`config.mk`:
```
export PLATFORM = sky130hd
export DESIGN_NAME = write_admission_limit_controller_top
export DESIGN_NICKNAME = d
export VERILOG_FILES = /design/src/design/wal_pkg.sv /design/src/design/write_admission_limit_controller_top.sv /design/src/design/wal_core.sv
export VERILOG_INCLUDE_DIRS = /design/src /design/src/design
export SDC_FILE = /design/constraint.sdc
export NUM_CORES = 1
export LEC_CHECK = 0
export ABC_AREA = 1
export BUFFER_PORTS_ARGS = -buffer_cell sky130_fd_sc_hd__buf_4
export CAP_MARGIN = 20
export CORE_MARGIN = 1.5
export CORE_UTILIZATION = 48
export CTS_CLUSTER_DIAMETER = 200
export DETAILED_ROUTE_END_ITERATION = 10
export GPL_TIMING_DRIVEN = 0
export HOLD_SLACK_MARGIN = 0.12
export PLACE_DENSITY = 0.79
export SETUP_SLACK_MARGIN = 0.2
export SLEW_MARGIN = 25
export SYNTH_ARGS = -nofsm -noshare
export SYNTH_HDL_FRONTEND = slang
export SYNTH_SLANG_ARGS = --single-unit
```
`constraint.sdc`:
```
create_clock -name clk -period 3.45 [get_ports clk]
set_input_delay 0.69 -clock clk [delete_from_list [all_inputs] [get_ports clk]]
set_output_delay 0.69 -clock clk [all_outputs]
set_load 0.05 [all_outputs]
```
`src/design/write_admission_limit_controller_top_macros.svh`:
```
// Assertion macros for the write admission limit controller RTL.
// Each macro checks a property on the rising edge of clk; WAL_ASSERT stays
// quiet while the synchronous reset is asserted, WAL_ASSERT_ALWAYS does not.
`ifndef WRITE_ADMISSION_LIMIT_CONTROLLER_TOP_MACROS_SVH
`define WRITE_ADMISSION_LIMIT_CONTROLLER_TOP_MACROS_SVH

// Clocked check that is masked during reset.
`define WAL_ASSERT(label, prop, msg) \
  label: assert property (@(posedge clk) disable iff (rst) prop) \
    else $error(msg);

// Clocked check that also holds during reset.
`define WAL_ASSERT_ALWAYS(label, prop, msg) \
  label: assert property (@(posedge clk) prop) \
    else $error(msg);

`endif

```
`src/design/wal_pkg.sv`:
```
// ----------------------------------------------------------------------------
// Write admission limit controller package
// Shared types, device-kind codes and thresholds for the limit controller.
// ----------------------------------------------------------------------------
`default_nettype none

package wal_pkg;

  // Default window length and hold-off period.
  localparam int WAL_WINDOW_DEF  = 16;
  localparam int WAL_HOLDOFF_DEF = 30000000;

  // Field widths.
  localparam int ELAPSED_W = 32;
  localparam int TIME_W    = 48;
  localparam int LIMIT_W   = 4;
  localparam int KIND_W    = 2;
  // Counters are seven bits wide and hold a window of up to 127 samples.
  localparam int CNT_W     = 7;

  // Device kind codes; the unused code behaves like the other kind.
  localparam logic [KIND_W-1:0] KIND_OTHER = 2'd0;
  localparam logic [KIND_W-1:0] KIND_HDD   = 2'd1;
  localparam logic [KIND_W-1:0] KIND_SSD   = 2'd2;

  // Latency thresholds in microseconds.
  localparam logic [ELAPSED_W-1:0] HDD_SLOW_US   = 32'd30000;
  localparam logic [ELAPSED_W-1:0] OTHER_SLOW_US = 32'd20000;
  localparam logic [ELAPSED_W-1:0] HDD_FAST_US   = 32'(30000 / 4);
  localparam logic [ELAPSED_W-1:0] OTHER_FAST_US = 32'(20000 / 4);

  // Limits per device kind.
  localparam logic [LIMIT_W-1:0] INIT_SSD   = 4'd4;
  localparam logic [LIMIT_W-1:0] INIT_OTHER = 4'd2;
  localparam logic [LIMIT_W-1:0] MAX_HDD    = 4'd4;
  localparam logic [LIMIT_W-1:0] MAX_SSD    = 4'd8;
  localparam logic [LIMIT_W-1:0] MAX_OTHER  = 4'd2;
  localparam logic [LIMIT_W-1:0] LIMIT_FLOOR = 4'd1;

  // Window decision thresholds.
  localparam logic [CNT_W-1:0] SLOW_TRIP = 7'd8;
  localparam logic [CNT_W-1:0] FAST_TRIP = 7'd14;

  // Adjustment reported with each result.
  typedef enum logic [1:0] {
    ADJ_NONE  = 2'd0,
    ADJ_HALVE = 2'd1,
    ADJ_RAISE = 2'd2
  } adj_t;

  // One registered write completion, with its precomputed hold-off deadline.
  typedef struct packed {
    logic [ELAPSED_W-1:0] elapsed;
    logic                 room;
    logic [TIME_W-1:0]    now;
    logic [TIME_W-1:0]    deadline;
  } wal_sample_t;

  // One result of the limit update.
  typedef struct packed {
    logic [LIMIT_W-1:0] limit;
    logic               closed;
    adj_t               adj;
  } wal_result_t;

endpackage

`default_nettype wire

```
`src/design/write_admission_limit_controller_top.sv`:
```
// ----------------------------------------------------------------------------
// Write admission limit controller
// Adaptive write-concurrency limit for one storage device, one result per
// completed write.
// ----------------------------------------------------------------------------
// The block takes one write completion per clock while the output is not
// stalled, as the core updates the limit and window counters per request,
// and returns one result per request, in order. A request is registered with
// its hold-off deadline on acceptance; the core applies the limit update as
// it leaves the input register, and the output register takes the result
// at the end of that cycle. The output register holds a finished result
// under stall while the input register can still take one more request.
// The device kind register must be written only while the block is idle;
// the block itself does not enforce this. No clearing pass follows reset.
`default_nettype none

module write_admission_limit_controller_top #(
  parameter int WINDOW_SAMPLES = wal_pkg::WAL_WINDOW_DEF,
  parameter int HOLDOFF_US     = wal_pkg::WAL_HOLDOFF_DEF
) (
  input  wire logic                          clk,
  input  wire logic                          rst,
  input  wire logic                          cfg_wr_en,
  input  wire logic [wal_pkg::KIND_W-1:0]    cfg_wr_data,
  input  wire logic                          in_valid,
  output logic                               in_stall,
  input  wire logic [wal_pkg::ELAPSED_W-1:0] elapsed_us,
  input  wire logic                          has_room,
  input  wire logic [wal_pkg::TIME_W-1:0]    now_us,
  output logic                               out_valid,
  input  wire logic                          out_stall,
  output logic [wal_pkg::LIMIT_W-1:0]        concurrency_limit,
  output logic                               window_closed,
  output logic [1:0]                         adjustment
);
  import wal_pkg::*;

  logic        s1_valid;
  wal_sample_t s1_sample;
  wal_result_t core_result;
  wal_result_t out_result;
  logic        accept;
  logic        advance;

  // Handshake: the input register moves on when the output register is free.
  assign advance  = s1_valid && (!out_valid || !out_stall);
  assign in_stall = s1_valid && out_valid && out_stall;
  assign accept   = in_valid && !in_stall;

  // Input register with the hold-off deadline computed on the way in.
  always_ff @(posedge clk) begin
    if (rst) begin
      s1_valid <= 1'b0;
    end else if (accept) begin
      s1_valid <= 1'b1;
    end else if (advance) begin
      s1_valid <= 1'b0;
    end
  end

  always_ff @(posedge clk) begin
    if (accept) begin
      s1_sample.elapsed  <= elapsed_us;
      s1_sample.room     <= has_room;
      s1_sample.now      <= now_us;
      s1_sample.deadline <= now_us + TIME_W'(HOLDOFF_US);
    end
  end

  wal_core #(
    .WINDOW_SAMPLES (WINDOW_SAMPLES)
  ) u_core (
    .clk         (clk),
    .rst         (rst),
    .cfg_wr_en   (cfg_wr_en),
    .cfg_wr_data (cfg_wr_data),
    .step        (advance),
    .sample      (s1_sample),
    .result      (core_result)
  );

  // Output register.
  always_ff @(posedge clk) begin
    if (rst) begin
      out_valid <= 1'b0;
    end else if (advance) begin
      out_valid <= 1'b1;
    end else if (!out_stall) begin
      out_valid <= 1'b0;
    end
  end

  always_ff @(posedge clk) begin
    if (advance) begin
      out_result <= core_result;
    end
  end

  assign concurrency_limit = out_result.limit;
  assign window_closed     = out_result.closed;
  assign adjustment        = out_result.adj;

endmodule

`default_nettype wire

```
`src/design/wal_core.sv`:
```
// ----------------------------------------------------------------------------
// Limit update core
// Holds the device kind, the limit, the hold-off deadline and the window
// counters, and applies one write completion per step.
// ----------------------------------------------------------------------------
`default_nettype none
`include "write_admission_limit_controller_top_macros.svh"

module wal_core #(
  parameter int WINDOW_SAMPLES = wal_pkg::WAL_WINDOW_DEF
) (
  input  wire logic                        clk,
  input  wire logic                        rst,
  input  wire logic                        cfg_wr_en,
  input  wire logic [wal_pkg::KIND_W-1:0]  cfg_wr_data,
  input  wire logic                        step,
  input  wire wal_pkg::wal_sample_t        sample,
  output wal_pkg::wal_result_t             result
);
  import wal_pkg::*;

  localparam logic [CNT_W-1:0] WINDOW_CNT = CNT_W'(WINDOW_SAMPLES);

  logic [KIND_W-1:0]  disk_kind;
  logic [LIMIT_W-1:0] current_limit;
  logic [TIME_W-1:0]  allowed_at;
  logic [CNT_W-1:0]   sample_count;
  logic [CNT_W-1:0]   fast_count;
  logic [CNT_W-1:0]   slow_count;

  logic [LIMIT_W-1:0] current_limit_next;
  logic [TIME_W-1:0]  allowed_at_next;
  logic [CNT_W-1:0]   sample_count_next;
  logic [CNT_W-1:0]   fast_count_next;
  logic [CNT_W-1:0]   slow_count_next;

  // Per-kind constants and the next state for the sample in the input register.
  always_comb begin
    logic               is_hdd;
    logic               is_ssd;
    logic [LIMIT_W-1:0] init_lim;
    logic [LIMIT_W-1:0] max_lim;
    logic [ELAPSED_W-1:0] slow_thr;
    logic [ELAPSED_W-1:0] fast_thr;
    logic [LIMIT_W-1:0] lim0;
    logic [TIME_W-1:0]  allowed0;
    logic [LIMIT_W-1:0] half;
    logic [LIMIT_W:0]   up;
    logic [CNT_W-1:0]   cnt_s;
    logic [CNT_W-1:0]   cnt_f;
    logic [CNT_W-1:0]   cnt_l;

    is_hdd   = (disk_kind == KIND_HDD);
    is_ssd   = (disk_kind == KIND_SSD);
    init_lim = is_ssd ? INIT_SSD : INIT_OTHER;
    max_lim  = is_hdd ? MAX_HDD : (is_ssd ? MAX_SSD : MAX_OTHER);
    slow_thr = is_hdd ? HDD_SLOW_US : OTHER_SLOW_US;
    fast_thr = is_hdd ? HDD_FAST_US : OTHER_FAST_US;

    // The first sample after reset starts the limit and the hold-off.
    if (current_limit == '0) begin
      lim0     = init_lim;
      allowed0 = sample.deadline;
    end else begin
      lim0     = current_limit;
      allowed0 = allowed_at;
    end

    cnt_s = sample_count + CNT_W'(1);
    cnt_f = fast_count + CNT_W'(sample.elapsed < fast_thr);
    cnt_l = slow_count + CNT_W'(sample.elapsed >= slow_thr);

    half = lim0 >> 1;
    up   = {1'b0, lim0} + (LIMIT_W+1)'(1);

    current_limit_next = lim0;
    allowed_at_next    = allowed0;
    sample_count_next  = cnt_s;
    fast_count_next    = cnt_f;
    slow_count_next    = cnt_l;
    result.limit       = lim0;
    result.closed      = 1'b0;
    result.adj         = ADJ_NONE;

    // Window decision: halve on congestion or no room, otherwise raise when fast enough and the hold-off has passed.
    if (cnt_s >= WINDOW_CNT) begin
      result.closed     = 1'b1;
      sample_count_next = '0;
      fast_count_next   = '0;
      slow_count_next   = '0;
      if ((cnt_l >= SLOW_TRIP) || !sample.room) begin
        current_limit_next = (half == '0) ? LIMIT_FLOOR : half;
        allowed_at_next    = sample.deadline;
        result.adj         = ADJ_HALVE;
      end else if ((cnt_f >= FAST_TRIP) && (sample.now >= allowed0)) begin
        current_limit_next = (up > {1'b0, max_lim}) ? max_lim : up[LIMIT_W-1:0];
        allowed_at_next    = sample.deadline;
        result.adj         = ADJ_RAISE;
      end
      result.limit = current_limit_next;
    end
  end

  // Device kind register.
  always_ff @(posedge clk) begin
    if (rst) begin
      disk_kind <= KIND_OTHER;
    end else if (cfg_wr_en) begin
      disk_kind <= cfg_wr_data;
    end
  end

  // Limit state, advanced once per step.
  always_ff @(posedge clk) begin
    if (rst) begin
      current_limit <= '0;
      allowed_at    <= '0;
      sample_count  <= '0;
      fast_count    <= '0;
      slow_count    <= '0;
    end else if (step) begin
      current_limit <= current_limit_next;
      allowed_at    <= allowed_at_next;
      sample_count  <= sample_count_next;
      fast_count    <= fast_count_next;
      slow_count    <= slow_count_next;
    end
  end

  `WAL_ASSERT(a_limit_started, step |=> (current_limit != '0), "limit is zero after a sample")
  `WAL_ASSERT(a_limit_range, current_limit <= MAX_SSD, "limit above the largest maximum")
  `WAL_ASSERT(a_window_bound, sample_count < WINDOW_CNT, "sample count reached the window")
  `WAL_ASSERT(a_close_clears, (step && result.closed) |=> ((sample_count == '0) && (fast_count == '0) && (slow_count == '0)), "window close left counts")
  `WAL_ASSERT(a_adj_needs_close, (result.adj != ADJ_NONE) |-> result.closed, "adjustment without window close")

endmodule

`default_nettype wire
```
---- Word-level counts from Yosys, hierarchy flattened ----
Cells that the tools add are included.
operators by class
  $add $sub $neg .......................... 5
  $lt $le $gt $ge ......................... 7
  equality and inequality tests ........... 3
  muxes and demuxes ....................... 25
  bitwise operators ....................... 1
  reduce and logical (&&, ||, !) cells .... 15
operators with widths
  kind                      number
  $mux W48                  4
  $add A48 B25 Y48 const B  1
  $ge A48 B48 Y1            1
  $ge A32 B32 Y1            1
  $lt A32 B32 Y1            1
  $mux W4                   7
  $mux W7                   4
  $add A7 B1 Y7             2
  $ge A7 B4 Y1 const B      2
  $mux W14                  1
  $mux W12                  1
  $logic_not A4 Y1          2
  $add A7 B1 Y7 const B     1
  $ge A7 B5 Y1 const B      1
  $mux W3                   2
  $add A4 B1 Y5 const B     1
  $gt A5 B4 Y1              1
  $logic_and A1 B1 Y1       5
  $logic_not A1 Y1          4
  $mux W1                   4
  $mux W2                   2
  $eq A2 B1 Y1 const B      1
  $eq A2 B2 Y1 const B      1
  $logic_or A1 B1 Y1        2
  4 further kinds           4
word-level totals
  register bits ........................... 213
  input bits .............................. 88
  output and inout port bits .............. 9
  word-level logic and storage cells ...... 72

---- Longest topological paths before layout ----
  word-level depth ........................ 9
  depth in mapped cells ................... 25
  gate-level depth less buffers ........... 24

---- Hierarchy ----
From an unflattened synthesis, not the netlist that was laid out.
unflattened totals
  cells, all modules ...................... 1366
  area, all modules ....................... 11466.0 µm²
by module, submodules not included
  module                                times used  cells each  area each (µm²)  sequential area each (µm²)
  wal_core                              1           905         6003.3           1501.4
  write_admission_limit_controller_top  1           461         5462.7           3913.8

---- Worst setup path before layout ----
No wires, ideal clock.
  path type ............................... input -> register
  start point ............................. input out_stall
  end point ............................... register s1_sample[100] (netlist bit), enable pin
  library setup time ...................... 473 ps
  arrival time ............................ 3516 ps
  data required time ...................... 2977 ps
  setup slack ............................. -540 ps
  stages on the path ...................... 5
  path buffers ............................ 0
  cell sequence ........................... nand2_1 > nor2_1 > inv_1 > nand2_1 > inv_1
on the way
  word-level cells in the longest chain between the ends .. 3
ends and longest elaborated chain
  item                 line                                        text
  from (decl)          write_admission_limit_controller_top.sv:31  input wire logic out_stall,
  $logic_and A1 B1 Y1  write_admission_limit_controller_top.sv:47  assign in_stall = s1_valid && out_valid && out_stall;
  via in_stall         write_admission_limit_controller_top.sv:26  output logic in_stall,
  $logic_not A1 Y1     write_admission_limit_controller_top.sv:48  assign accept = in_valid && !in_stall;
  $logic_and A1 B1 Y1  write_admission_limit_controller_top.sv:48
  via accept           write_admission_limit_controller_top.sv:42  logic accept;
  to (decl)            write_admission_limit_controller_top.sv:39  wal_sample_t s1_sample;
The timed path passes the listed nets, and every way through them passes these cells.
A chain may end at the register's enable or synchronous reset.

---- Worst setup path after layout ----
  start point ............................. register u_core.disk_kind[1]
  end point ............................... register u_core.allowed_at[27]
on the way
  word-level cells in the longest chain between the ends .. 9
  elaborated cells on any way between the ends .. 14
  those cells by class .................... add/sub (2); order compare (4); eq/ne (1); mux (5); reduce/logical (2)
ends and longest elaborated chain
  item                    line             text
  from (decl)             wal_core.sv:24   logic [KIND_W-1:0] disk_kind;
  from (signal assigned)  wal_core.sv:109  disk_kind <= cfg_wr_data;
  $eq A2 B1 Y1 *          wal_core.sv:53   is_hdd = (disk_kind == KIND_HDD);
  $mux W12                wal_core.sv:58   fast_thr = is_hdd ? HDD_FAST_US : OTHER_FAST_US;
  $lt A32 B32 Y1          wal_core.sv:70   cnt_f = fast_count + CNT_W'(sample.elapsed < fast_thr);
  $add A7 B1 Y7           wal_core.sv:70
  $ge A7 B4 Y1            wal_core.sv:95   end else if ((cnt_f >= FAST_TRIP) && (sample.now >= allowed0)) begin
  $logic_and A1 B1 Y1     wal_core.sv:95
  $mux W48                wal_core.sv:95
  $mux W48 *              wal_core.sv:91   if ((cnt_l >= SLOW_TRIP) || !sample.room) begin
  $mux W48 *              wal_core.sv:86   if (cnt_s >= WINDOW_CNT) begin
  to (signal assigned)    wal_core.sv:123  allowed_at <= allowed_at_next;
  to (decl)               wal_core.sv:26   logic [TIME_W-1:0] allowed_at;
Mark *: on every way between the ends. The rest lies on a longest branch, timed or not.

==> impl_results.md <==
* Routability Congestion at just over 0.9
* Fill cells at 1855
* Critical path class: flop to flop
* First-pass DRT Iterations at 5
* Worst slew pin tran at 0.659 ns
* Cell area after layout at approximately 0.014 mm^2
* Placed Instance Area at 0.0125 mm^2
* CP Buf/Inv Count at 5
* Area share of the largest cell type after synthesis at 0.339
* Max Fanout on Critical Path at 7
* Register share of total power at 0.429
* Syn nets at 1516
* RSZ-0062 raised after global routing: true
* Slew HR at 0.557
* Overall Power at around 6.6 mW
* Layout Cells excl Fill at roughly 1800
* Final slew viol count at 0
* IO Port Bufs at 93
* Worst-Skew Late Latency at ~0.52 ns
* R2R Setup Slk at -0.09 ns
* GR Util All Layers at 0.235
* Mapped Cells at 1363
* Slowest cell on crit path: dfxtp_2
* Netlist cell types at between 40 and 50
* Post-synthesis sequential area ratio at 0.476
* Final Skew at roughly 0.035 ns
* Largest area contributor in the netlist: edfxtp_1
* Ys flop type: edfxtp_1
* CTS buffer count at 23
* Drt wl/cell at 16.0 um
* Die area at 0.0244 mm^2
* Post-detailed-route count of antenna-violating nets at 0
* Drt first-iter violations at 787
* Post-Route WL at just under 30000 um
* Outcome: finished, violations left
* Req. time, crit path at 3.90 ns
* Startpoint types: flop
* Crit share post-route at 1.02
* Standard-cell rows at 55
* # hold bufs at CTS at 0
* # IOs at 97
* Setup crit start: u_core.disk_kind[1]
* Final HPWL DP at 20700 um
* Worst IR Drop VDD at about 0.35 mV
* FF-to-FF Start: u_core.disk_kind[1]
* Async set-or-reset flop fraction in the synthesized netlist at 0
* Failing checks: setup timing
* Grt ovf at 0
* Vias in the first global route at 9455
* Clk sinks at 204
* Tmin final at 3.54 ns
* CP delay by family, top: simple AND/OR/NAND/NOR gates
* Die Ht at around 160 um
* Synth Area per Inst at 8.26 um^2
* Sw Pwr at 1.80 mW
* Largest net degree at the start of global routing at 36
* Syn-to-layout area delta at 26.1%
* Final Hold Fails at 0
* Initial Util at 0.493
* Power density cells at 463 mW/mm^2
* DRC viols at 0
* Most frequent cell after synthesis: nand2_1
* Fmax at 0.283 GHz
* Reg area at 0.00536 mm^2
* Max incr delay on CP at between 0.3 and 0.4 ns
* Leak pwr at just over 6 nW
* First-pass GRT wire length at 45900 um
* CTS tree: done
* Routed vias/inst at 5.41
* Layout cell share with drive strength beyond 1 at 0.214
* Crit path DAT at approximately 4.0 ns
* Area of the multi-input gates at between 0.005 and 0.006 mm^2
* # placed instances at 1773
* Worst hold path type: input port to flop
* Hold slack at 0.345 ns
* Comb power frac at 0.188
* Root buffer cell: clkbuf_16
* Clock transition at the registers of the reported paths at 0.07 ns
* Initial antenna violation count at 0
* H-tree Lvls at 1
* Critical Path Sink: u_core.allowed_at[27]
* Commonest cells post-synth: nand2_1 (347), inv_1 (167), edfxtp_1 (127)
* CP endpoint kind: flop
* Synth Cell Area at 0.0113 mm^2
* Die Wd at about 160 um
* Setup violation total in the final timing report at 25
* RR Endpoint: u_core.allowed_at[27]
* R2R cell count at 24
* Count of flip-flops with a built-in enable after synthesis at 127
* Clock Power Share at 0.383
* Levels on crit path at 24
* Switch share at 0.274
* Power Internal at 4.78 mW
* Ant diodes at 0
* Smallest setup slack after layout at -0.0858 ns
* Synth Register Bits at 204
* Place WS at -0.548 ns
* Nets at roughly 1700
* WHS Path Cells at 1
* Synth top area cells: edfxtp_1 (34%), dfxtp_1 (14%), nand2_1 (12%), ha_1 (7.2%), inv_1 (5.6%)
* Worst path cell trace: inv_4 -> ha_4 -> inv_6 -> buf_4 -> ha_4 -> nand2_2 -> nor3b_2 -> o2111ai_1 -> nand4_1 -> ha_2 -> ha_4 -> nand3_4 -> nor2_4 -> nand2_2 -> xnor2_2 -> nor2_1 -> nand2_2 -> nand2_8 -> nand2_4 -> buf_12 -> clkbuf_16 -> nand2_4 -> nand3_2 -> a21oi_2
* Core ar. at 0.0228 mm^2
* Max-cap violations at 0
* Warnings from Yosys at 0
* Max Buffers Root-to-Sink at 3
* Vias at 9949
metrics by stage:
stage	TNS [ns]	utilization
after floorplan	0	-
after global placement	-83.01	0.542
after detailed placement	-25.97	0.546
after CTS	-2.08	0.598
after global routing	-9.30	0.621
final	-0.554	0.621
metal layers:
| metal | GRT usage | wire [um] | up-vias |
|---|---|---|---|
| met2 | 0.407 | 14200 | 412 |
| met3 | 0.0328 | 2010 | 69 |
| met1 | 0.292 | 12200 | 4636 |
| met4 | 0.0989 | 1020 | 0 |
| met5 | 0 | 0 | - |
| li1 | - | - | 4832 |
cells by family after synthesis:
logic type,after synthesis,synth area share
xor+xnor,51,0.0403
flops,204,0.476
fa+ha+maj,65,0.0722
simple gates,629,0.240
compound gates,195,0.0931
buf+inv,219,0.0783
timing repair:
| action | CTS | global route |
|---|---|---|
| pin swaps | 21 | 32 |
| setup buffers | 15 | 6 |
| endpoints found under the setup margin | 59 | 58 |
| gates resized for setup | 73 | 124 |
| gates cloned | 1 | 1 |
power groups by stage:
stage	logic, mW	clock network [mW]	registers (mW)
floorplan	0.747	0	2.86
global placement	1.05	0	2.86
detailed placement	1.11	0	2.86
CTS	1.15	2.55	2.81
global route	1.40	2.64	2.83
finish	1.24	2.52	2.82
layout make-up:
type / instances / area share
repair buffers: 120 / 0.0710
well taps: 313 / 0.0276
clock buffers: 35 / 0.0469
inverters: 171 / 0.0460
plain buffers: 48 / 0.0234
multi-input cells: 940 / 0.399
clock inverters: 7 / 0.00811
flip-flops and latches: 204 / 0.378
cells in the final DEF, fill, tap and decap left out, types with 7 or more instances in the layout:
cell type  synthesis  final
dfxtp_1           77     72
a21oi_2            0     20
xor2_1            35     34
nand3_1          119     90
clkbuf_16          0     25
ha_4               0      9
xnor2_1           15     14
buf_4              0    115
inv_2              4      7
edfxtp_1         127    127
nand4_1           17     17
a21oi_1           92     72
ha_1              65     55
nand3_2            4     30
nand2_1          347    314
nor2_2             4      7
buf_6              6      9
nor2_1            94     89
inv_1            167    161
nand2_2            5     22
nor3_1            24     21
a21o_1             7      7
o21ai_0           71     67
nand2_4            0     14
clkbuf_1          28     27
sequential cells by signal (all words and copies together), names as in the netlist:
register              cells
s1_sample               120
u_core.allowed_at        48
u_core.fast_count         7
u_core.sample_count       7
u_core.slow_count         7
concurrency_limit         4
u_core.current_limit      4
adjustment                2
u_core.disk_kind          2
out_valid                 1
s1_valid                  1
window_closed             1
worst min-delay path by stage:
stage / from / to / slack, ns
floorplan: u_core.allowed_at[10] / u_core.allowed_at[10] / 0.44
global placement: u_core.allowed_at[38] / u_core.allowed_at[38] / 0.45
detailed placement: u_core.allowed_at[24] / u_core.allowed_at[24] / 0.45
CTS: now_us[4] / s1_sample[52] / 0.33
global route: now_us[2] / s1_sample[50] / 0.33
finish: now_us[2] / s1_sample[50] / 0.35
Power figures use the tool's default switching activity.
